**src/design/rdpq_pkg.sv**
```systemverilog
package rdpq_pkg;

  localparam int unsigned STEP_SIZE    = 51;
  localparam int unsigned GREY_SPREAD  = 12;
  localparam int unsigned GREY_BIAS    = 24;
  localparam int unsigned GREY_BASE    = 216;
  localparam int unsigned GREY_STEPS   = 40;
  localparam int unsigned CUBE_TOP     = 5;
  localparam int unsigned CUBE_ROW     = 36;
  localparam int unsigned CUBE_COL     = 6;
  localparam int unsigned ROUND_BIAS   = 127;
  // floor(x/3) == (x*683)>>11 for every x up to 765
  localparam int unsigned RECIP3       = 683;
  localparam int unsigned RECIP3_SHIFT = 11;

  // stage 1: channels, dither offset, channel sum, near-grey flag
  typedef struct packed {
    logic [7:0] red;
    logic [7:0] green;
    logic [7:0] blue;
    logic [5:0] off;
    logic [9:0] sum;
    logic       grey;
  } s1_t;

  // stage 2: cube levels and clamped grey level
  typedef struct packed {
    logic [2:0] lvl_r;
    logic [2:0] lvl_g;
    logic [2:0] lvl_b;
    logic [7:0] grey_lvl;
    logic       grey;
  } s2_t;

  // stage 3: cube index and grey numerator v*39+127
  typedef struct packed {
    logic [7:0]  cube;
    logic [13:0] grey_num;
    logic        grey;
  } s3_t;

  // floor(t*51/16) of the 4x4 Bayer threshold
  function automatic logic [5:0] dither_offset(input logic [1:0] row, input logic [1:0] col);
    logic [3:0] thr;
    logic [9:0] prod;
    case ({row, col})
      4'd0:    thr = 4'd0;
      4'd1:    thr = 4'd8;
      4'd2:    thr = 4'd2;
      4'd3:    thr = 4'd10;
      4'd4:    thr = 4'd12;
      4'd5:    thr = 4'd4;
      4'd6:    thr = 4'd14;
      4'd7:    thr = 4'd6;
      4'd8:    thr = 4'd3;
      4'd9:    thr = 4'd11;
      4'd10:   thr = 4'd1;
      4'd11:   thr = 4'd9;
      4'd12:   thr = 4'd15;
      4'd13:   thr = 4'd7;
      4'd14:   thr = 4'd13;
      4'd15:   thr = 4'd5;
      default: thr = 4'd0;
    endcase
    prod = 10'(thr) * 10'(STEP_SIZE);
    return prod[9:4];
  endfunction

  // |a-b| < GREY_SPREAD
  function automatic logic close(input logic [7:0] a, input logic [7:0] b);
    logic [7:0] d;
    d = (a >= b) ? (a - b) : (b - a);
    return d < 8'(GREY_SPREAD);
  endfunction

  // floor((c+off)/51); the sum never reaches 306, so it saturates at 5 by itself
  function automatic logic [2:0] cube_level(input logic [7:0] c, input logic [5:0] off);
    logic [8:0] x;
    logic [2:0] n;
    x = 9'(c) + 9'(off);
    n = 3'd0;
    for (int k = 1; k <= int'(CUBE_TOP); k++) begin
      if (x >= 9'(k * STEP_SIZE)) n = 3'(k);
    end
    return n;
  endfunction

endpackage

```
**src/design/rgb_dither_palette_quantizer.sv**
```systemverilog
// A start transfer reaches done with its result after passing the stages listed below.
// Throughput: one pixel per cycle; busy is tied low, four pixels in flight.
// Stages: offset/sum/grey test, /3 multiply and cube levels, index math, /255 and select.
// Reset (rst, synchronous, active high) clears every stage valid bit; payload is not reset.
// The receiver cannot stall: each result shows on palette_index for one cycle with done.
module rgb_dither_palette_quantizer (
  input  logic       clk,
  input  logic       rst,
  input  logic       start,
  output logic       busy,
  input  logic [7:0] red,
  input  logic [7:0] green,
  input  logic [7:0] blue,
  input  logic [1:0] column_phase,
  input  logic [1:0] row_phase,
  output logic       done,
  output logic [7:0] palette_index
);

  logic            accept;
  logic            s1_valid;
  rdpq_pkg::s1_t   s1;
  logic            s2_valid;
  rdpq_pkg::s2_t   s2;

  // Every stage advances every cycle and the sink always takes the result,
  // so there is never a reason to hold a transfer off.
  assign busy   = 1'b0;
  assign accept = start && !busy;

  // Stage 1: Bayer offset lookup, channel sum and near-grey test.
  rdpq_front u_front (
    .clk          (clk),
    .rst          (rst),
    .in_valid     (accept),
    .red          (red),
    .green        (green),
    .blue         (blue),
    .column_phase (column_phase),
    .row_phase    (row_phase),
    .s1_valid     (s1_valid),
    .s1           (s1)
  );

  // Stage 2: grey level via reciprocal multiply by 1/3, clamp; cube levels
  // by threshold compares against multiples of 51.
  rdpq_level u_level (
    .clk      (clk),
    .rst      (rst),
    .s1_valid (s1_valid),
    .s1       (s1),
    .s2_valid (s2_valid),
    .s2       (s2)
  );

  // Stages 3 and 4: cube index r*36+g*6+b and grey numerator, then the
  // divide by 255, ramp offset and path select into the output register.
  rdpq_index u_index (
    .clk           (clk),
    .rst           (rst),
    .s2_valid      (s2_valid),
    .s2            (s2),
    .done          (done),
    .palette_index (palette_index)
  );

  // each accepted pixel yields a done strobe
  assert property (@(posedge clk) disable iff (rst) accept |-> ##4 done)
    else $error("result missing four cycles after transfer");

  // no result without a matching accepted pixel
  assert property (@(posedge clk) disable iff (rst) done |-> $past(accept, 4))
    else $error("result without matching input transfer");

  // the stage 2 valid bit follows the stage 1 valid bit in the next cycle
  assert property (@(posedge clk) disable iff (rst) s1_valid |=> s2_valid)
    else $error("pipeline valid bit dropped between stages");

endmodule

```
**src/design/rdpq_front.sv**
```systemverilog
module rdpq_front (
  input  logic             clk,
  input  logic             rst,
  input  logic             in_valid,
  input  logic [7:0]       red,
  input  logic [7:0]       green,
  input  logic [7:0]       blue,
  input  logic [1:0]       column_phase,
  input  logic [1:0]       row_phase,
  output logic             s1_valid,
  output rdpq_pkg::s1_t    s1
);

  always_ff @(posedge clk) begin
    if (rst) begin
      s1_valid <= 1'b0;
    end else begin
      s1_valid <= in_valid;
    end
  end

  always_ff @(posedge clk) begin
    s1.red   <= red;
    s1.green <= green;
    s1.blue  <= blue;
    s1.off   <= rdpq_pkg::dither_offset(row_phase, column_phase);
    s1.sum   <= 10'(red) + 10'(green) + 10'(blue);
    s1.grey  <= rdpq_pkg::close(red, green) && rdpq_pkg::close(green, blue)
             && rdpq_pkg::close(red, blue);
  end

endmodule

```
**src/design/rdpq_level.sv**
```systemverilog
module rdpq_level (
  input  logic             clk,
  input  logic             rst,
  input  logic             s1_valid,
  input  rdpq_pkg::s1_t    s1,
  output logic             s2_valid,
  output rdpq_pkg::s2_t    s2
);

  logic [19:0] prod3;
  logic [8:0]  third;
  logic [9:0]  grey_raw;   // two's complement, -24..278
  logic [7:0]  grey_clamp;

  always_comb begin
    prod3      = 20'(s1.sum) * 20'(rdpq_pkg::RECIP3);
    third      = 9'(prod3 >> rdpq_pkg::RECIP3_SHIFT);
    grey_raw   = 10'(third) + 10'(s1.off) - 10'(rdpq_pkg::GREY_BIAS);
    if (grey_raw[9]) begin
      grey_clamp = 8'd0;
    end else if (grey_raw[8]) begin
      grey_clamp = 8'hff;
    end else begin
      grey_clamp = grey_raw[7:0];
    end
  end

  always_ff @(posedge clk) begin
    if (rst) begin
      s2_valid <= 1'b0;
    end else begin
      s2_valid <= s1_valid;
    end
  end

  always_ff @(posedge clk) begin
    s2.lvl_r    <= rdpq_pkg::cube_level(s1.red, s1.off);
    s2.lvl_g    <= rdpq_pkg::cube_level(s1.green, s1.off);
    s2.lvl_b    <= rdpq_pkg::cube_level(s1.blue, s1.off);
    s2.grey_lvl <= grey_clamp;
    s2.grey     <= s1.grey;
  end

endmodule

```
**src/design/rdpq_index.sv**
```systemverilog
module rdpq_index (
  input  logic             clk,
  input  logic             rst,
  input  logic             s2_valid,
  input  rdpq_pkg::s2_t    s2,
  output logic             done,
  output logic [7:0]       palette_index
);

  logic            s3_valid;
  rdpq_pkg::s3_t   s3;
  logic [14:0]     num_p1;
  logic [14:0]     quot;
  logic [7:0]      index_next;

  always_ff @(posedge clk) begin
    if (rst) begin
      s3_valid <= 1'b0;
      done     <= 1'b0;
    end else begin
      s3_valid <= s2_valid;
      done     <= s3_valid;
    end
  end

  always_ff @(posedge clk) begin
    s3.cube     <= 8'(s2.lvl_r) * 8'(rdpq_pkg::CUBE_ROW)
                 + 8'(s2.lvl_g) * 8'(rdpq_pkg::CUBE_COL) + 8'(s2.lvl_b);
    s3.grey_num <= 14'(s2.grey_lvl) * 14'(rdpq_pkg::GREY_STEPS - 1)
                 + 14'(rdpq_pkg::ROUND_BIAS);
    s3.grey     <= s2.grey;
  end

  // floor(x/255) = (y + (y>>8)) >> 8 with y = x+1, exact for the 14-bit grey_num used here
  always_comb begin
    num_p1 = 15'(s3.grey_num) + 15'd1;
    quot   = (num_p1 + (num_p1 >> 8)) >> 8;
    if (s3.grey) begin
      index_next = 8'(rdpq_pkg::GREY_BASE) + quot[7:0];
    end else begin
      index_next = s3.cube;
    end
  end

  always_ff @(posedge clk) begin
    palette_index <= index_next;
  end

  // grey path always lands on the grey ramp, cube path never does
  assert property (@(posedge clk) disable iff (rst)
    s3_valid |=> ($past(s3.grey) == (palette_index >= 8'(rdpq_pkg::GREY_BASE))))
    else $error("grey/cube path landed in wrong palette region");

endmodule

```
**config.mk**
```make
export PLATFORM = sky130hd
export DESIGN_NAME = rgb_dither_palette_quantizer
export DESIGN_NICKNAME = d
export VERILOG_FILES = /design/src/design/rdpq_pkg.sv /design/src/design/rgb_dither_palette_quantizer.sv /design/src/design/rdpq_front.sv /design/src/design/rdpq_level.sv /design/src/design/rdpq_index.sv
export SDC_FILE = /design/constraint.sdc
export NUM_CORES = 1
export LEC_CHECK = 0
export ABC_CLOCK_PERIOD_IN_PS = 17110
export BUFFER_PORTS_ARGS = -buffer_cell sky130_fd_sc_hd__buf_4
export CAP_MARGIN = 20
export CORE_AREA = 2 2 144 146
export DETAILED_ROUTE_END_ITERATION = 10
export DIE_AREA = 0 0 146 148
export GPL_TIMING_DRIVEN = 0
export PLACE_DENSITY = 0.66
export SKIP_LAST_GASP = 1
export SYNTH_ARGS = -nofsm -noshare
export SYNTH_HDL_FRONTEND = slang
export SYNTH_SLANG_ARGS = --single-unit
```
**constraint.sdc**
```tcl
create_clock -name clk -period 17.11 [get_ports clk]
set_input_delay 3.422 -clock clk [delete_from_list [all_inputs] [get_ports clk]]
set_output_delay 3.422 -clock clk [all_outputs]
set_load 0.005 [all_outputs]
```
==> key figures, run 1 <==
Outcome
  – Status: complete, no violations

Logic synthesis
  – Netlist cell types: 77
  – Syn avg cell area: around 9 um2
  – Post-synth ARST share: 0
  – Ys flop type: dfxtp_1
  – Post-Synthesis Cells: roughly 1100
  – YS warnings: 0
  – Mapped Area: around 9900 um2
  – Syn Nets: 1375
  – Flops & latches, synth: 94
  – Part of the Yosys area used for sequential elements: 0.191
  – EDFF count, synth: 0

Clock tree
  – CTS resizes: 0
  – Hold buffer count at cts: 0
  – CTS tree: done
  – Clk Latency, worst-skew pair: approximately 350 ps
  – # clock sinks: between 90 and 100
  – Clk root buf: clkbuf_16
  – Clk slew on worst S/H paths: 60 ps
  – CTS buffer count: 9
  – Max clock buf depth: 2
  – Postcts setup bufs: 0
  – Max H-tree Level: 3

STA
  – Final setup violation count: 0
  – Fmax: about 160 MHz
  – Final min period: between 6000 and 7000 ps
  – RSZ-0062 raised after global routing: false
  – Clock Skew: a little under 8 ps
  – Setup TNS: 0 ps
  – Hold_ws: about 330 ps
  – Fin crit share: 0.375
  – Worst-margin pin slew: around 670 ps
  – Fin. Hold Viols: 0
  – Max-slew violations: 0
  – Max transition margin: 0.550

Global route
  – GRT Util Overall: 0.190
  – First-pass GRT wire length: around 33 mm
  – Grt ovf: 0
  – Initial antenna violation count: 1
  – Vias in the first global route: roughly 7100
  – Pin count of the biggest net entering global routing: 17

Worst setup path
  – Setup CP Type: reg -> reg
  – Largest stage delay, worst path: roughly 530 ps
  – Worst-path fanout max: 8
  – Most used cell, CP: inv_1
  – CP Launch Type: flip-flop
  – Critical Path Sink Type: flip-flop
  – Worst Setup SP: u_front.s1[8]
  – Crit path required time: 17310 ps
  – Reg-to-reg startpoint: u_front.s1[8]
  – CP max-delay cell: fa_1
  – Arrival time worst endpoint: between 6000 and 7000 ps

Placement
  – Placer Congestion: 0.892
  – Post-Place Cells: 1395
  – I/O Buffers: 39
  – Area post-placement: 10500 um2
  – Post-DP HPWL: between 15 and 20 mm

Die
  – Io pins: 41
  – Die height: 148 um
  – Starting Density: 0.493
  – DIE WIDTH: between 100 and 150 um
  – Rows: 52
  – Die area: between 20000 and 25000 um2
  – Total core area: about 20000 um2

Drt
  – # DRC: 0
  – DR vias/cell: ~5.2
  – Routed WL: around 20 mm
  – Drt wl/cell: around 14 um
  – Initial DRC Count: 303
  – Vias: roughly 7300
  – Post-DRT Antenna Nets: 0
  – Iteration count of the initial detailed-routing pass: 5

Worst hold path
  – Worst hold path class: reg -> reg
  – Hold_sp: u_level.s2[0]

Layout
  – Register area: between 1500 and 2000 um2
  – Most frequent cells in the layout: ha_1, inv_1, dfxtp_1, nor2_1, a21oi_1
  – Area delta synth->final: 9.62%
  – Ant. Diodes: 0
  – Number of fillers in the final layout: around 1900
  – Multi-input logic area: about 7400 um2
  – Post-route insts no fill: about 1400
  – Share of layout cells above drive strength 1: 0.0825
  – Final nets: between 1000 and 1500
  – Final Cell Area: roughly 11000 um2
  – Commonest non-fill, non-tap cell in the layout: ha_1

Run
  – Max-cap violations: 0
## state kept, by name, summed over array words and instances, names as in the netlist
signal                 cells
u_front.s1_valid           1
u_index.palette_index      8
u_level.s2_valid           1
u_index.done               1
u_index.s3_valid           1
u_front.s1                41
u_index.s3                23
u_level.s2                18
## cells in the mapped netlist (7+ instances only)
cell type	instances	area, um2
a211o_1	10	87.6
a21o_1	15	113
a21oi_1	72	360
dfxtp_1	94	1880
fa_1	45	901
ha_1	213	2670
inv_1	152	571
mux2_2	7	78.8
mux2i_1	7	70.1
nand2_1	33	124
nand2b_1	12	75.1
nand3_1	12	60.1
nand4_1	7	43.8
nor2_1	75	282
nor2b_1	23	144
nor3_1	20	100
o211ai_1	9	67.6
o21a_1	16	120
o21ai_0	23	115
o21ai_1	13	65.1
o21bai_1	19	143
xnor2_1	66	578
xor2_1	25	219
## critical path: cells and delay by family, from the launching register on
| family | cells | cell delay (ps) |
|---|---|---|
| adder cells (fa/ha/maj) | 8 | 3190 |
| AO/OA/AOI/OAI | 9 | 1340 |
| AND/OR/NAND/NOR | 5 | 560 |
| flip-flops | 1 | 460 |
| buffers and inverters | 5 | 260 |
| XOR/XNOR | 2 | 450 |
## logic make-up (layout without fill, tap and decap cells)
group | after synthesis | after routing | synth area share
compound gates | 231 | 231 | 0.159
xor+xnor | 95 | 95 | 0.0884
fa+ha+maj | 259 | 259 | 0.362
buf+inv | 161 | 215 | 0.0620
flops | 94 | 94 | 0.191
mux | 17 | 17 | 0.0189
other cells | 1 | 1 | 0.000380
simple gates | 228 | 228 | 0.119
## routing by layer
| metal | GRT usage | vias to the layer above | part of all wire | wire [um] |
|---|---|---|---|---|
| met1 | 0.247 | 3381 | 0.48 | 9510 |
| met3 | 0.0262 | 23 | 0.028 | 559 |
| met5 | 0 | - | 0 | 0 |
| li1 | - | 3838 | - | - |
| met2 | 0.333 | 88 | 0.47 | 9300 |
| met4 | 0.0519 | 0 | 0.020 | 400 |
## layout make-up
cell class,count,area share
buffer,9,0.00381
multi-input combinational,831,0.682
sequential,94,0.174
timing repair buffer,39,0.0270
inverter,152,0.0527
tap,270,0.0312
clock inverter,6,0.00867
clock buffer,9,0.0208
## final timing paths
path | to | slack (ps) | depth (start not counted)
max | u_level.s2[8] | 10690 | 29
min | u_index.s3[0] | 330 | 0
min reg2reg | u_index.s3[0] | 330 | 0
max reg2reg | u_level.s2[8] | 10690 | 29
## through the flow
| stage | worst slack (ps) | utilization |
|---|---|---|
| finish | 10690 | 0.540 |
| global route | 10130 | 0.540 |
| CTS | 10640 | 0.540 |
| detailed placement | 10710 | 0.524 |
| global placement | 10730 | 0.524 |
| floorplan | 11430 | - |
Power of run 1 is left out: the tool's default activity adds up to more than one toggle a clock period on the data nets, which glitch-free logic cannot reach.
==> run 2, diff against run 1 <==
Settings changed: ABC_CLOCK_PERIOD_IN_PS 17110 to 5500, PLACE_DENSITY 0.66 to 0.69.
Clock period 17.11 ns to 5.5 ns, I/O delays scaled along.
==> run 2 against run 1 <==
Compared with the run above:
- the run now ends with negative setup slack left
- maximum frequency increased by 11%
- routed wire length increased by 3.7%
- die area unchanged
- via count increased by 2.8%
- flip-flop and latch count unchanged
==> key figures, run 2 (synthesis results as in run 1) <==
STA
  – Final setup violation count: 8
  – Final WS setup: -300 ps
  – Fin. Hold Viols: 0
  – Max-slew violations: 0
  – Hold_ws: around 330 ps
  – RSZ-0062 raised after global routing: true
  – Worst-margin pin slew: about 530 ps
  – Clock Skew: 10.6 ps
  – Max transition margin: 0.646
  – Fmax: ~170 MHz
  – Fin crit share: 1.05
  – Final min period: about 5800 ps

Die
  – Total core area: 20000 um2
  – Die area: between 20000 and 25000 um2
  – Io pins: 41
  – Starting Density: 0.493
  – Die height: roughly 150 um
  – DIE WIDTH: about 150 um
  – Rows: 52

Clock tree
  – Clk Latency, worst-skew pair: 360 ps
  – Hold buffer count at cts: 0
  – Max clock buf depth: 2
  – CTS tree: done
  – Max H-tree Level: 3
  – CTS buffer count: 9
  – Clk root buf: clkbuf_16
  – # clock sinks: 94
  – Clk slew on worst S/H paths: around 70 ps

Worst setup path
  – Setup CP Type: reg -> reg
  – Crit path required time: approximately 5700 ps
  – Arrival time worst endpoint: 6040 ps
  – CP Launch Type: flip-flop
  – Most used cell, CP: ha_1
  – CP max-delay cell: fa_1
  – Worst-path cell chain: ha_1 -> inv_1 -> fa_1 -> fa_1 -> inv_1 -> fa_1 -> ha_1 -> ha_4 -> and3_1 -> a311oi_2 -> a21boi_4 -> xor2_2 -> ha_1 -> inv_1 -> ha_1 -> nor2b_2 -> o21ai_2 -> a21boi_2 -> o21a_1 -> o21ai_1 -> nand2b_1 -> a21oi_4 -> xnor2_4 -> nor2_1
  – Worst-path fanout max: 8
  – Largest stage delay, worst path: 510 ps
  – Buf+Inv Stages, Crit Path: 3
  – Critical Path Sink Type: flip-flop
  – Crit path max-delay family: adder cells

Layout
  – Final nets: ~1400
  – Reg with most FFs: u_front.s1
  – Share of layout cells above drive strength 1: 0.138
  – Max reg flops: 41
  – Area delta synth->final: 14.3%
  – Commonest non-fill, non-tap cell in the layout: ha_1
  – Most frequent cells in the layout: ha_1, inv_1, dfxtp_1, nor2_1, a21oi_1
  – Regs by FF count: u_front.s1 x41, u_index.s3 x23, u_level.s2 x18
  – Final core occ: 0.563
  – Ant. Diodes: 0

Drt
  – Vias: approximately 7500
  – Initial DRC Count: 281
  – Drt wl/cell: 14.4 um
  – Post-DRT Antenna Nets: 0
  – Routed WL: roughly 20 mm
  – # DRC: 0
  – DR vias/cell: approximately 5.3
  – Iteration count of the initial detailed-routing pass: 5

Global route
  – First-pass GRT wire length: 34.5 mm
  – Grt ovf: 0
  – Initial antenna violation count: 1
  – Vias in the first global route: 7447
  – GRT Util Overall: 0.196
  – Pin count of the biggest net entering global routing: 20

Placement
  – I/O Buffers: 39
  – Placer Congestion: around 0.9
  – Pre-CTS setup slack: -656 ps
  – Post-DP HPWL: about 17 mm

Run
  – Max-cap violations: 0

Outcome
  – Failing checks: negative setup slack
  – Status: finished, violations left

Worst hold path
  – Worst hold path class: reg -> reg
-- run 2: cell types whose count changed in the layout (fill, tap and decap cells not counted), moves of 4 or more --
| cell | delta |
|---|---|
| inv_2 | +4 |
| a21oi_1 | -6 |
| dfxtp_1 | -9 |
| dfxtp_4 | +7 |
| inv_1 | -5 |
| buf_4 | +12 |
| ha_4 | +16 |
| ha_1 | -16 |
-- run 2: stage by stage --
stage	TNS, ps	cells	instance area (um2)
detailed placement	-5040	1395	10500
finish	-2210	1423	11300
global placement	-4610	1395	10500
global route	-4520	1423	11300
floorplan	0	1086	9910
CTS	-1960	1422	11200
-- run 2: layer usage --
metal | up-vias | wire, um | track usage
met5 | - | 0 | 0
met2 | 120 | 9910 | 0.348
li1 | 3862 | - | -
met3 | 32 | 548 | 0.0198
met1 | 3518 | 9560 | 0.249
met4 | 0 | 474 | 0.0689
-- run 2: area by class of cell --
type	count	area [um2]
Sequential cell	94	1910
Inverter	152	573
Tap cell	270	338
Multi-Input combinational cell	831	7740
Clock inverter	7	75.1
Clock buffer	9	225
Timing Repair Buffer	51	383
Fill cell	1845	8750
Buffer	9	41.3
-- run 2: repair_timing --
item / in CTS / in global routing
endpoints found under the setup margin: 8 / 8
gates cloned: 0 / 0
buffers inserted: 11 / 1
pin swaps: 48 / 23
gates resized for setup: 48 / 13
-- run 2: final timing paths --
path              cells after the start     startpoint  slack [ps]       endpoint
setup / recovery                     24  u_front.s1[5]        -300  u_level.s2[8]
hold reg to reg                       0  u_front.s1[0]         330  u_level.s2[0]
setup reg to reg                     24  u_front.s1[5]        -300  u_level.s2[8]
hold / removal                        0  u_front.s1[0]         330  u_level.s2[0]
Power of run 2 is left out for the same reason.
==> run 3, diff against run 2 <==
Settings changed: TNS_END_PERCENT set to 1.
==> run 3 against run 2 <==
Compared with the run above:
- the run still ends with negative setup slack left
- cell count is 0.21% lower
- register-to-register slack better by 40 ps
- via count is 0.61% lower
- die area stayed put
- worst hold slack worse by 2.4 ps
- highest routed layer unchanged
==> key figures, run 3 (synthesis results as in run 1) <==
Drt
  – Post-DRT Antenna Nets: 0
  – Iteration count of the initial detailed-routing pass: 5
  – Initial DRC Count: just over 300
  – # DRC: 0
  – Vias: approximately 7500
  – DR vias/cell: roughly 5.3
  – Drt wl/cell: 14.4 um
  – Routed WL: 20.4 mm

Layout
  – Commonest non-fill, non-tap cell in the layout: ha_1
  – Final nets: around 1400
  – Regs by FF count: u_front.s1 x41, u_index.s3 x23, u_level.s2 x18
  – Ant. Diodes: 0
  – Area delta synth->final: 13.6%
  – Max reg flops: 41
  – Share of layout cells above drive strength 1: 0.135
  – Final core occ: 0.560
  – Reg with most FFs: u_front.s1
  – Most frequent cells in the layout: ha_1, inv_1, dfxtp_1, nor2_1, a21oi_1

Global route
  – Initial antenna violation count: 0
  – Grt ovf: 0
  – GRT Util Overall: 0.194
  – Pin count of the biggest net entering global routing: 20
  – First-pass GRT wire length: roughly 34 mm
  – Vias in the first global route: between 7000 and 8000

Worst setup path
  – Largest stage delay, worst path: roughly 500 ps
  – R2r worst-path depth: 29
  – CP max-delay cell: fa_1
  – Flop2flop setup slack: -260 ps
  – Critical Path Sink Type: flip-flop
  – Arrival time worst endpoint: between 5000 and 6000 ps
  – Worst-path fanout max: 8
  – Setup CP Type: reg -> reg
  – Crit path required time: roughly 5700 ps
  – Reg2reg end: u_level.s2[4]
  – CP Launch Type: flip-flop
  – Reg-to-reg startpoint: u_front.s1[6]

STA
  – Fin. Hold Viols: 0
  – Final setup violation count: 8
  – Final WS setup: -258 ps
  – Max-slew violations: 0
  – Hold_ws: ~330 ps
  – Fin crit share: 1.05
  – RSZ-0062 raised after global routing: true
  – Fmax: approximately 170 MHz
  – Final min period: 5760 ps
  – Clock Skew: ~15 ps

Die
  – Starting Density: 0.493
  – Rows: 52
  – Io pins: 41
  – Die height: roughly 150 um
  – Total core area: around 20000 um2
  – DIE WIDTH: approximately 150 um
  – Die area: 21600 um2

Clock tree
  – # clock sinks: 94
  – Clk slew on worst S/H paths: about 70 ps
  – Clk root buf: clkbuf_16
  – CTS buffer count: 9
  – Clk Latency, worst-skew pair: approximately 360 ps
  – Max clock buf depth: 2
  – Hold buffer count at cts: 0
  – Max H-tree Level: 3
  – CTS tree: done

Worst hold path
  – Worst hold path class: reg -> reg
  – Hold Path Depth: 0
  – Hold Path Sink: u_index.s3[0]
  – Hold_sp: u_level.s2[0]

Outcome
  – Status: finished, violations left
  – Failing checks: negative setup slack

Run
  – Max-cap violations: 0

Placement
  – I/O Buffers: 39
  – Placer Congestion: around 0.88
  – Post-DP HPWL: roughly 17 mm
==> run 3: changes by cell type in the layout (fill, tap and decap cells not counted), moves of 2 or more <==
| cell | change |
|---|---|
| a21oi_4 | -2 |
| dfxtp_4 | -2 |
| a21oi_2 | +2 |
| dfxtp_2 | +2 |
| nor2_1 | -2 |
| nor2_2 | +3 |
| buf_4 | -3 |
| inv_1 | +2 |
==> run 3: repair_timing <==
item / 4_1_cts / 5_1_grt
pin swaps: 32 / 13
resized for setup: 35 / 17
setup endpoints to repair: 8 / 8
buffers inserted: 9 / 0
==> run 3: per-stage QoR <==
step / instances / instance area, um2 / setup slack, ps / TNS [ps]
after floorplan: 1086 / 9910 / -9.92 / -46.0
after global placement: 1395 / 10500 / -654 / -4760
after detailed placement: 1395 / 10500 / -634 / -4810
after CTS: 1420 / 11100 / -353 / -2620
after global routing: 1420 / 11200 / -522 / -4060
final: 1420 / 11200 / -258 / -1920
==> run 3: layout make-up <==
cell class                 instances  area, um2
fill                            1851       8820
multi-input combinational        831       7700
sequential                        94       1910
inverter                         152        571
timing repair buffer              48        360
tap                              270        338
clock buffer                       9        225
clock inverter                     7       73.8
buffer                             9       41.3
==> run 3: worst max-delay path by stage <==
stage | from | endpoint | slack (ps) | cells after the start
floorplan | u_front.s1[8] | u_level.s2[3] | -10 | 28
global placement | u_front.s1[7] | u_level.s2[8] | -650 | 27
detailed placement | u_front.s1[2] | u_level.s2[8] | -630 | 26
CTS | u_front.s1[6] | u_level.s2[8] | -350 | 28
global route | u_front.s1[6] | u_level.s2[2] | -520 | 29
finish | u_front.s1[6] | u_level.s2[4] | -260 | 29
==> run 3: critical path: cells and delay by family, from the launching register on <==
kind / cells / cell delay [ps]
adders and majority gates: 9 / 3070
AOI/OAI and AO/OA: 7 / 820
and+or+nand+nor: 7 / 800
DFF: 1 / 370
xor gates and xnor gates: 1 / 320
buffers and inverters: 5 / 240
==> run 3: layer usage <==
layer	wire length, um	GRT usage	up-vias
li1	-	-	3856
met3	564	0.0235	30
met1	9440	0.248	3488
met2	9910	0.342	112
met5	0	0	-
met4	516	0.0631	0
Power of run 3 is left out for the same reason.
